$ cat config.mk
export PLATFORM = sky130hd
export DESIGN_NAME = bloom_filter_string_keys
export DESIGN_NICKNAME = d
export VERILOG_FILES = /design/src/design/bfsk_pkg.sv /design/src/design/bloom_filter_string_keys.sv /design/src/design/bfsk_front.sv /design/src/design/bfsk_queue.sv /design/src/design/bfsk_back.sv
export SDC_FILE = /design/constraint.sdc
export NUM_CORES = 2
export LEC_CHECK = 0
export ABC_AREA = 1
export BUFFER_PORTS_ARGS = -buffer_cell sky130_fd_sc_hd__buf_2
export CAP_MARGIN = 5
export CORE_ASPECT_RATIO = 0.6
export CORE_MARGIN = 3
export CORE_UTILIZATION = 45
export CTS_BUF_LIST = sky130_fd_sc_hd__clkbuf_8 sky130_fd_sc_hd__clkbuf_16
export CTS_CLUSTER_SIZE = 25
export DETAILED_ROUTE_END_ITERATION = 12
export GPL_ROUTABILITY_DRIVEN = 0
export PLACE_DENSITY = 0.56
export SLEW_MARGIN = 20
export SYNTH_ARGS = -nofsm -noshare
export SYNTH_HDL_FRONTEND = slang
export SYNTH_SLANG_ARGS = --single-unit
export TNS_END_PERCENT = 10
$ cat constraint.sdc
create_clock -name i_clk -period 27.4 [get_ports i_clk]
set_clock_uncertainty 0.2 [all_clocks]
set_input_delay 6.85 -clock i_clk [delete_from_list [all_inputs] [get_ports i_clk]]
set_output_delay 6.85 -clock i_clk [all_outputs]
set_load 0.005 [all_outputs]
$ cat src/design/bfsk_pkg.sv
// Shared constants, types and hash helpers for the Bloom filter over string keys.
// No dependencies; imported by every module of the block.
package bfsk_pkg;

    // Store geometry
    localparam int MAX_BITS  = 1024;
    localparam int POS_W     = $clog2(MAX_BITS);
    localparam int MOD_W     = $clog2(MAX_BITS + 1);
    localparam int ROW_BITS  = 8;
    localparam int BIT_W     = $clog2(ROW_BITS);
    localparam int DEPTH     = (MAX_BITS + ROW_BITS - 1) / ROW_BITS;
    localparam int ADDR_W    = (DEPTH > 1) ? $clog2(DEPTH) : 1;

    // Hashing and configuration
    localparam int HASH_W    = 64;
    localparam int NUM_HASH  = 3;
    localparam int CNT_W     = $clog2(HASH_W);
    localparam int CFG_W     = 11;
    localparam logic [CFG_W-1:0] CFG_RESET = 11'd100;

    // Key-end queue between front and back
    localparam int QDEPTH    = 2;
    localparam int QA_W      = $clog2(QDEPTH);
    localparam int QC_W      = $clog2(QDEPTH + 1);

    // Operation codes
    localparam logic OP_ADD   = 1'b0;
    localparam logic OP_QUERY = 1'b1;

    // One finished key: operation and the three raw hashes
    typedef struct packed {
        logic              op;
        logic [HASH_W-1:0] ha;
        logic [HASH_W-1:0] hb;
        logic [HASH_W-1:0] hc;
    } t_key_end;

    // h * 11 + b
    function automatic logic [HASH_W-1:0] hash_step_a(input logic [HASH_W-1:0] h,
                                                      input logic [7:0] b);
        return (h << 3) + (h << 1) + h + {{(HASH_W-8){1'b0}}, b};
    endfunction

    // h * 17 + b
    function automatic logic [HASH_W-1:0] hash_step_b(input logic [HASH_W-1:0] h,
                                                      input logic [7:0] b);
        return (h << 4) + h + {{(HASH_W-8){1'b0}}, b};
    endfunction

    // h * 23 + b
    function automatic logic [HASH_W-1:0] hash_step_c(input logic [HASH_W-1:0] h,
                                                      input logic [7:0] b);
        return (h << 4) + (h << 2) + (h << 1) + h + {{(HASH_W-8){1'b0}}, b};
    endfunction

endpackage

$ cat src/design/bloom_filter_string_keys.sv
// Top level of the Bloom filter over string keys: filter size register and wiring.
// Depends on bfsk_pkg, bfsk_front, bfsk_queue and bfsk_back.
//
// Use: key bytes arrive on the s-channel, one per request, key_byte in tdata,
// opcode (0 add, 1 query) in tuser and the last marker in tlast; only the opcode
// of the last byte counts. Each key end yields one result on the m-channel:
// was_query in tuser, maybe_present in tdata bit 0 (always 0 for an add).
// The filter size is written through the cfg channel (always ready); a value
// of 0 acts as 1 and values above 1024 saturate. It is read when a key is
// processed, so write it only while no key is in flight.
// Throughput: key bytes are taken one per cycle while tready is high. Each key end
// occupies the back end while it is taken from the queue, reduced by the bit-serial
// modulo of the three 64-bit hashes, applied by the single-port store accesses (a read
// and an update per hash) and posted; the next key is taken only after that. A
// two-entry queue lets the next keys stream in meanwhile; tready drops when full.
// Reset: the store is cleared one row per cycle, all 128 rows, with tready low.
// A stalled receiver holds the result; the back end then waits before posting.
module bloom_filter_string_keys (
    input  logic                        i_clk,
    input  logic                        i_rst_n,
    // key bytes
    input  logic                        i_s_tvalid,
    output logic                        o_s_tready,
    input  logic [7:0]                  i_s_tdata,   // [7:0] key_byte
    input  logic                        i_s_tuser,   // [0] opcode
    input  logic                        i_s_tlast,
    // results
    output logic                        o_m_tvalid,
    input  logic                        i_m_tready,
    output logic [7:0]                  o_m_tdata,   // [0] maybe_present, [7:1] zero
    output logic                        o_m_tuser,   // [0] was_query
    // filter size register
    input  logic                        i_cfg_valid,
    output logic                        o_cfg_ready,
    input  logic [bfsk_pkg::CFG_W-1:0]  i_cfg_data
);
    import bfsk_pkg::*;

    logic [CFG_W-1:0] r_filter_bits;
    logic             w_clear_done;
    logic             w_q_full, w_q_empty, w_q_push, w_q_pop;
    t_key_end         w_push_data, w_pop_data;
    logic             w_maybe_present;

    // Hold the filter size register
    assign o_cfg_ready = 1'b1;
    always_ff @(posedge i_clk) begin
        if (!i_rst_n) begin
            r_filter_bits <= CFG_RESET;
        end else if (i_cfg_valid) begin
            r_filter_bits <= i_cfg_data;
        end
    end

    bfsk_front u_front (
        .i_clk        (i_clk),
        .i_rst_n      (i_rst_n),
        .i_s_tvalid   (i_s_tvalid),
        .o_s_tready   (o_s_tready),
        .i_s_tdata    (i_s_tdata),
        .i_s_tuser    (i_s_tuser),
        .i_s_tlast    (i_s_tlast),
        .i_clear_done (w_clear_done),
        .i_q_full     (w_q_full),
        .o_q_push     (w_q_push),
        .o_q_data     (w_push_data)
    );

    bfsk_queue u_queue (
        .i_clk       (i_clk),
        .i_rst_n     (i_rst_n),
        .i_push      (w_q_push),
        .i_push_data (w_push_data),
        .i_pop       (w_q_pop),
        .o_pop_data  (w_pop_data),
        .o_full      (w_q_full),
        .o_empty     (w_q_empty)
    );

    bfsk_back u_back (
        .i_clk           (i_clk),
        .i_rst_n         (i_rst_n),
        .i_filter_bits   (r_filter_bits),
        .i_q_empty       (w_q_empty),
        .i_q_data        (w_pop_data),
        .o_q_pop         (w_q_pop),
        .o_clear_done    (w_clear_done),
        .o_m_tvalid      (o_m_tvalid),
        .i_m_tready      (i_m_tready),
        .o_was_query     (o_m_tuser),
        .o_maybe_present (w_maybe_present)
    );

    assign o_m_tdata = {7'b0, w_maybe_present};

endmodule

$ cat src/design/bfsk_front.sv
// Front end: accepts key bytes and keeps the three running hashes.
// Depends on bfsk_pkg; pushes each finished key into bfsk_queue.
module bfsk_front (
    input  logic                i_clk,
    input  logic                i_rst_n,
    input  logic                i_s_tvalid,
    output logic                o_s_tready,
    input  logic [7:0]          i_s_tdata,   // [7:0] key_byte
    input  logic                i_s_tuser,   // [0] opcode
    input  logic                i_s_tlast,
    input  logic                i_clear_done,
    input  logic                i_q_full,
    output logic                o_q_push,
    output bfsk_pkg::t_key_end  o_q_data
);
    import bfsk_pkg::*;

    logic [HASH_W-1:0] r_ha, r_hb, r_hc;
    logic [HASH_W-1:0] n_ha, n_hb, n_hc;
    logic              w_accept;

    // Take bytes once the store is cleared and the queue has room
    assign o_s_tready = i_clear_done && !i_q_full;
    assign w_accept   = i_s_tvalid && o_s_tready;

    // Advance the hashes by one byte
    assign n_ha = hash_step_a(r_ha, i_s_tdata);
    assign n_hb = hash_step_b(r_hb, i_s_tdata);
    assign n_hc = hash_step_c(r_hc, i_s_tdata);

    // Hand the finished key to the queue
    assign o_q_push    = w_accept && i_s_tlast;
    assign o_q_data.op = i_s_tuser;
    assign o_q_data.ha = n_ha;
    assign o_q_data.hb = n_hb;
    assign o_q_data.hc = n_hc;

    // Hold the running hashes; restart them after each key end
    always_ff @(posedge i_clk) begin
        if (!i_rst_n) begin
            r_ha <= '0;
            r_hb <= '0;
            r_hc <= '0;
        end else if (w_accept) begin
            if (i_s_tlast) begin
                r_ha <= '0;
                r_hb <= '0;
                r_hc <= '0;
            end else begin
                r_ha <= n_ha;
                r_hb <= n_hb;
                r_hc <= n_hc;
            end
        end
    end

endmodule

$ cat src/design/bfsk_queue.sv
// Short queue of finished keys between the front and back ends.
// Depends on bfsk_pkg for the entry type and depth.
module bfsk_queue (
    input  logic                i_clk,
    input  logic                i_rst_n,
    input  logic                i_push,
    input  bfsk_pkg::t_key_end  i_push_data,
    input  logic                i_pop,
    output bfsk_pkg::t_key_end  o_pop_data,
    output logic                o_full,
    output logic                o_empty
);
    import bfsk_pkg::*;

    t_key_end          r_slot [QDEPTH];
    logic [QA_W-1:0]   r_wr_ptr, r_rd_ptr;
    logic [QC_W-1:0]   r_count;
    logic              w_push, w_pop;

    assign o_full     = (r_count == QC_W'(QDEPTH));
    assign o_empty    = (r_count == '0);
    assign w_push     = i_push && !o_full;
    assign w_pop      = i_pop && !o_empty;
    assign o_pop_data = r_slot[r_rd_ptr];

    // Store the pushed entry
    always_ff @(posedge i_clk) begin
        if (w_push) begin
            r_slot[r_wr_ptr] <= i_push_data;
        end
    end

    // Advance pointers and the fill count
    always_ff @(posedge i_clk) begin
        if (!i_rst_n) begin
            r_wr_ptr <= '0;
            r_rd_ptr <= '0;
            r_count  <= '0;
        end else begin
            if (w_push) begin
                r_wr_ptr <= (r_wr_ptr == QA_W'(QDEPTH - 1)) ? '0 : r_wr_ptr + 1'b1;
            end
            if (w_pop) begin
                r_rd_ptr <= (r_rd_ptr == QA_W'(QDEPTH - 1)) ? '0 : r_rd_ptr + 1'b1;
            end
            if (w_push && !w_pop) begin
                r_count <= r_count + 1'b1;
            end else if (w_pop && !w_push) begin
                r_count <= r_count - 1'b1;
            end
        end
    end

endmodule

$ cat src/design/bfsk_back.sv
// Back end: reduces the hashes modulo the filter size bit by bit, then sets or
// tests the three store bits. Holds the bit store and its clearing pass. Uses bfsk_pkg.
module bfsk_back (
    input  logic                        i_clk,
    input  logic                        i_rst_n,
    input  logic [bfsk_pkg::CFG_W-1:0]  i_filter_bits,
    input  logic                        i_q_empty,
    input  bfsk_pkg::t_key_end          i_q_data,
    output logic                        o_q_pop,
    output logic                        o_clear_done,
    output logic                        o_m_tvalid,
    input  logic                        i_m_tready,
    output logic                        o_was_query,
    output logic                        o_maybe_present
);
    import bfsk_pkg::*;

    typedef enum logic [2:0] {
        S_CLEAR,
        S_IDLE,
        S_DIV,
        S_RD,
        S_UPD,
        S_FIN
    } t_state;

    t_state             r_state;
    logic [HASH_W-1:0]  r_h   [NUM_HASH];
    logic [MOD_W-1:0]   r_rem [NUM_HASH];
    logic [MOD_W-1:0]   n_rem [NUM_HASH];
    logic [MOD_W-1:0]   r_mod;
    logic [MOD_W-1:0]   w_mod;
    logic [CNT_W-1:0]   r_cnt;
    logic [1:0]         r_sel;
    logic               r_op;
    logic               r_hit;
    logic [ADDR_W-1:0]  r_clr_addr;
    logic               r_out_valid, r_out_query, r_out_hit;

    // Bit store, one byte per row
    logic [ROW_BITS-1:0] r_store [DEPTH];
    logic [ROW_BITS-1:0] r_rdata;
    logic [MOD_W-1:0]    w_pos;
    logic [ADDR_W-1:0]   w_row;
    logic [BIT_W-1:0]    w_bit;
    logic [ROW_BITS-1:0] w_mask;
    logic                w_rd_en, w_wr_en;
    logic [ADDR_W-1:0]   w_wr_addr;
    logic [ROW_BITS-1:0] w_wr_data;

    // Clamp the configured size into 1 .. MAX_BITS
    always_comb begin
        if (i_filter_bits == '0) begin
            w_mod = MOD_W'(1);
        end else if (32'(i_filter_bits) > MAX_BITS) begin
            w_mod = MOD_W'(MAX_BITS);
        end else begin
            w_mod = MOD_W'(i_filter_bits);
        end
    end

    // One restoring remainder step per hash: shift in the next bit, subtract if fits
    always_comb begin
        logic [MOD_W:0] t;
        for (int k = 0; k < NUM_HASH; k++) begin
            t = {r_rem[k], r_h[k][HASH_W-1]};
            if (t >= {1'b0, r_mod}) begin
                t = t - {1'b0, r_mod};
            end
            n_rem[k] = t[MOD_W-1:0];
        end
    end

    // Address of the bit currently handled
    assign w_pos  = r_rem[r_sel];
    assign w_row  = ADDR_W'(w_pos >> BIT_W);
    assign w_bit  = w_pos[BIT_W-1:0];
    assign w_mask = ROW_BITS'(1) << w_bit;

    // Store port control: clearing pass or read-modify-write of an add
    assign w_rd_en   = (r_state == S_RD);
    assign w_wr_en   = (r_state == S_CLEAR) || (r_state == S_UPD && r_op == OP_ADD);
    assign w_wr_addr = (r_state == S_CLEAR) ? r_clr_addr : w_row;
    assign w_wr_data = (r_state == S_CLEAR) ? '0 : (r_rdata | w_mask);

    always_ff @(posedge i_clk) begin
        if (w_wr_en) begin
            r_store[w_wr_addr] <= w_wr_data;
        end
        if (w_rd_en) begin
            r_rdata <= r_store[w_row];
        end
    end

    assign o_q_pop         = (r_state == S_IDLE) && !i_q_empty;
    assign o_clear_done    = (r_state != S_CLEAR);
    assign o_m_tvalid      = r_out_valid;
    assign o_was_query     = r_out_query;
    assign o_maybe_present = r_out_hit;

    // Sequencer and result register
    always_ff @(posedge i_clk) begin
        if (!i_rst_n) begin
            r_state     <= S_CLEAR;
            r_clr_addr  <= '0;
            r_out_valid <= 1'b0;
            r_cnt       <= '0;
            r_sel       <= '0;
        end else begin
            // drop the result once taken, unless a new one is posted in its place
            if (r_out_valid && i_m_tready && r_state != S_FIN) begin
                r_out_valid <= 1'b0;
            end
            case (r_state)
                S_CLEAR: begin
                    r_clr_addr <= r_clr_addr + 1'b1;
                    if (r_clr_addr == ADDR_W'(DEPTH - 1)) begin
                        r_state <= S_IDLE;
                    end
                end
                S_IDLE: begin
                    if (!i_q_empty) begin
                        r_op    <= i_q_data.op;
                        r_h[0]  <= i_q_data.ha;
                        r_h[1]  <= i_q_data.hb;
                        r_h[2]  <= i_q_data.hc;
                        r_mod   <= w_mod;
                        r_cnt   <= '0;
                        for (int k = 0; k < NUM_HASH; k++) begin
                            r_rem[k] <= '0;
                        end
                        r_state <= S_DIV;
                    end
                end
                S_DIV: begin
                    for (int k = 0; k < NUM_HASH; k++) begin
                        r_rem[k] <= n_rem[k];
                        r_h[k]   <= r_h[k] << 1;
                    end
                    r_cnt <= r_cnt + 1'b1;
                    if (r_cnt == CNT_W'(HASH_W - 1)) begin
                        r_sel   <= '0;
                        r_hit   <= 1'b1;
                        r_state <= S_RD;
                    end
                end
                S_RD: begin
                    r_state <= S_UPD;
                end
                S_UPD: begin
                    if (r_op == OP_QUERY) begin
                        r_hit <= r_hit & r_rdata[w_bit];
                    end
                    if (r_sel == 2'(NUM_HASH - 1)) begin
                        r_state <= S_FIN;
                    end else begin
                        r_sel   <= r_sel + 1'b1;
                        r_state <= S_RD;
                    end
                end
                S_FIN: begin
                    if (!r_out_valid || i_m_tready) begin
                        r_out_valid <= 1'b1;
                        r_out_query <= r_op;
                        r_out_hit   <= (r_op == OP_QUERY) && r_hit;
                        r_state     <= S_IDLE;
                    end
                end
                default: begin
                    r_state <= S_IDLE;
                end
            endcase
        end
    end

    // An add never reports a hit
    a_add_no_hit: assert property (@(posedge i_clk) disable iff (!i_rst_n)
        (r_out_valid && !r_out_query) |-> !r_out_hit)
        else $error("add result reports a hit");

    // Remainders stay below the modulus while dividing
    a_rem_bound: assert property (@(posedge i_clk) disable iff (!i_rst_n)
        (r_state == S_DIV) |-> (r_rem[0] < r_mod && r_rem[1] < r_mod && r_rem[2] < r_mod))
        else $error("remainder out of range");

    // A waiting result is not overwritten
    a_out_hold: assert property (@(posedge i_clk) disable iff (!i_rst_n)
        (r_out_valid && !i_m_tready) |=>
        (r_out_valid && $stable(r_out_query) && $stable(r_out_hit)))
        else $error("pending result overwritten");

    // Keys are taken from the queue only when the sequencer is free
    a_pop_idle: assert property (@(posedge i_clk) disable iff (!i_rst_n)
        o_q_pop |=> (r_state == S_DIV))
        else $error("queue popped outside idle");

    // The clearing pass ends only after the last row
    a_clear_end: assert property (@(posedge i_clk) disable iff (!i_rst_n)
        (r_state == S_CLEAR && r_clr_addr != ADDR_W'(DEPTH - 1)) |=> (r_state == S_CLEAR))
        else $error("clearing pass ended early");

endmodule

==> run_results.csv <==
group,metric,value,unit
status,status,"completed",
clocking,clkLatencyLatePin,0.87,ns
synthesis,synth_top_area_share,49.1,%
route,dr.first_iter.drc_count,9089,
place,io_buffer_count,29,
route,finalWirelength,296000,µm
sta,fin_crit_sh,38.2,%
clocking,clk_pin_slew,0.07,ns
sta,report.final.slew_viol_count,0,
die,core_area,223000,µm²
job,cap_viol_max_count,0,
die,die_y,374,µm
worst_hold_path,hp-class,"flop to flop",
synthesis,ys_seq_elements,1887,
place,numPlacedInstances,13803,
synthesis,synth-seq-area-share,53.6,%
place,hpwl,197000,µm
grt,grt_overflow,0,
route,viasPerCell,5.33,
die,ioPinCount,38,
final_layout,nets,11629,
setup_path,r2r_slack,20.71,ns
grt,grt_pass1_wl,444000,µm
setup_path,start_kind,"primary input",
final_layout,postLayoutCoreUtil,49.4,%
synthesis,ys.flop_type,"edfxtp_1",
die,die_w,619,µm
synthesis,ys_warn_count,0,
setup_path,critPathLaunch,"i_s_tdata[6]",
grt,antenna_found_initial,4,
final_layout,final_layout_size_suffix_gt1_share,4.03,%
power_and_ir_drop,power_density,60.5,nW/µm²
die,start_util,45.4,%
clocking,htree_levels,4,
final_layout,areaGrowthSynthToFinish,8.66,%
grt,first_global_vias,69216,
sta,relSlewSlack,20.0,%
grt,track_usage,25.1,%
clocking,clock-root-buffer,"clkbuf_16",
route,drc,0,
final_layout,stdcell_count,14144,
clocking,cts_buffers,190,
synthesis,synth-simple-area-share,21.5,%
sta,final-setup-viol-count,0,
synthesis,synth_top_family_by_area,"simple AND/OR/NAND/NOR gates",
synthesis,synth_fa_ha_area_share,8.92,%
synthesis,ys_top_cells_by_area,"edfxtp_1 49%, nand2_1 11%, inv_1 6.9%",
synthesis,async_flop_share,0,%
synthesis,synth_compound_area_share,5.93,%
setup_path,required,27.77,ns
clocking,post-cts-setup-buffers,0,
setup_path,arrival,10.84,ns
setup_path,crit_end,"u_queue.r_slot[0][61]$_DFFE_PP_",
setup_path,r2r_end,"u_back.r_rdata[5]$_DFFE_PN_",
clocking,clock_sinks,1887,
sta,fin_ws,16.93,ns
synthesis,syn_area,101000,µm²
route,vias,75444,
sta,max_freq,95.5,MHz
power_and_ir_drop,p_leak,0.0484,µW
route,antenna_left,0,
sta,tns,0,ns
sta,min_period,10.47,ns
place,pre_cts_ws,16.20,ns
setup_path,crit_type,"primary input to flop",
power_and_ir_drop,ir_worst_vdd,0.0000826,V
synthesis,synthCells,11135,
sta,worstMarginPinSlew,1.20,ns
clocking,cts_hold_buf,0,
grt,grt_max_degree,183,
synthesis,yosysTopAreaCell,"edfxtp_1",
worst_hold_path,whs_path_depth,1,
synthesis,muxShareOfSynthArea,0.0444,%
setup_path,path_max_fanout,4,
clocking,cts_resized,0,
power_and_ir_drop,p_total,6670,µW
synthesis,yosys.area_share.xor_xnor,1.15,%
route,first_pass_iters,8,
route,wl_per_cell,20.9,µm
synthesis,synth_edf_count,1658,
setup_path,crit_path_end_kind,"flop",
sta,rsz0062_at_grt,"false",
clocking,clock_path_buffers,4,
synthesis,synth_cell_type_count,52,
sta,finalHoldViolations,0,
die,rows,134,
clocking,cts_tree,"built",
synthesis,avgSynthCellArea,9.10,µm²
die,dieArea,231000,µm²
setup_path,reg2reg_depth,15,
-- cells in the final DEF (no fill, tap or decap), types with 18 or more instances in the layout --
cell type	instances
xor2_1	109
buf_2	29
dfxtp_1	228
edfxtp_1	1658
nand2_2	18
inv_1	1895
nand2_1	2829
nand4_1	20
nor2_1	581
xnor2_1	24
nand3_1	1241
nand3b_1	199
fa_1	204
clkinv_1	32
clkbuf_16	194
a21oi_1	498
o21ai_0	545
o21bai_1	29
clkinv_2	33
ha_1	396
buf_4	58
nor3_1	62
and2_1	82
-- worst max-delay path: stages --
cell and delay, ns:
buf_2 0.10, inv_1 0.14, fa_1 0.56, inv_1 0.04, fa_1 0.47, inv_1 0.05
fa_1 0.49, inv_1 0.05, ha_1 0.33, a21oi_1 0.16, nand2_1 0.11, nand2_1 0.08
nand2_1 0.10, nand2_1 0.09, nand2_1 0.13, nand2_1 0.11, nand3_1 0.40, nand2_1 0.25
nand3b_1 0.12, and2_1 0.18
-- report_power, final --
| group | leakage [µW] | switching [µW] | total, µW | internal (µW) |
|---|---|---|---|---|
| clock network | 0.00310 | 1150 | 2580 | 1430 |
| logic | 0.0284 | 609 | 725 | 116 |
| registers | 0.0169 | 25.7 | 3360 | 3340 |
| total | 0.0484 | 1780 | 6670 | 4880 |
-- stage by stage --
| stage | hold WS (ns) | cell area (µm²) |
|---|---|---|
| 2_1_floorplan | 0.226 | 101000 |
| 3_3_place_gp | 0.224 | 104000 |
| 3_5_place_dp | 0.233 | 104000 |
| 4_1_cts | 0.265 | 110000 |
| 5_1_grt | 0.303 | 110000 |
| 6_report | 0.272 | 110000 |
-- worst min-delay path by stage --
stage / start / to / slack [ns]
after floorplan: u_queue.r_rd_ptr$_SDFFE_PN0P_ / flop / 0.23
after global placement: u_queue.r_rd_ptr$_SDFFE_PN0P_ / flop / 0.22
after detailed placement: u_queue.r_rd_ptr$_SDFFE_PN0P_ / flop / 0.23
after CTS: u_queue.r_rd_ptr$_SDFFE_PN0P_ / u_queue.r_rd_ptr$_SDFFE_PN0P_ / 0.27
after global routing: u_front.r_ha[3]$_SDFFE_PN0P_ / u_front.r_ha[3]$_SDFFE_PN0P_ / 0.30
final: u_queue.r_rd_ptr$_SDFFE_PN0P_ / u_queue.r_rd_ptr$_SDFFE_PN0P_ / 0.27
-- layout make-up --
type | count | area [µm²]
Fill cell | 20751 | 113000
Sequential cell | 1887 | 54400
Multi-Input combinational cell | 6964 | 38400
Inverter | 1865 | 7010
Clock buffer | 198 | 4910
Tap cell | 2992 | 3740
Clock inverter | 141 | 1030
Timing Repair Buffer | 95 | 723
Antenna cell | 2 | 5.00
-- cells by family (layout without fill, tap and decap cells) --
kind of cell / count (synthesis) / after routing
other cells: 2 / 10
fa+ha+maj: 600 / 600
flops: 1887 / 1887
buf+inv: 2290 / 2299
compound gates: 1145 / 1145
simple gates: 5074 / 5074
xor+xnor: 133 / 133
mux: 4 / 4
-- per-layer routing --
| layer | routed length (µm) | up-vias | global-route usage (%) |
|---|---|---|---|
| met3 | 31100 | 336 | 5.68 |
| met1 | 148000 | 35983 | 42.0 |
| li1 | - | 36048 | - |
| met5 | 0 | - | 0 |
| met2 | 113000 | 3077 | 32.4 |
| met4 | 4410 | 0 | 4.32 |
-- cell usage after synthesis, types with 109 or more instances --
library cell,count
nand2_1,2837
inv_1,1851
edfxtp_1,1658
nand3_1,1243
nor2_1,585
o21ai_0,548
a21oi_1,501
ha_1,396
dfxtp_1,229
fa_1,204
nand3b_1,199
buf_2,194
clkbuf_1,175
xor2_1,109
-- flip-flops by register name, summed over array words and instances (netlist names), 2 cells and up, named ones only --
| signal | cells |
|---|---|
| u_back.r_state | 3 |
| u_back.r_mod | 11 |
| u_back.r_h | 192 |
| u_queue.r_slot | 386 |
| u_back.r_cnt | 6 |
| u_queue.r_count | 2 |
| u_back.r_sel | 2 |
| u_front.r_ha | 64 |
| u_back.r_rem | 33 |
| u_back.r_store | 1024 |
| u_back.r_clr_addr | 7 |
| r_filter_bits | 11 |
| u_front.r_hc | 64 |
| u_back.r_rdata | 8 |
| u_front.r_hb | 64 |
Note: power is estimated with default switching activity, not from simulation.
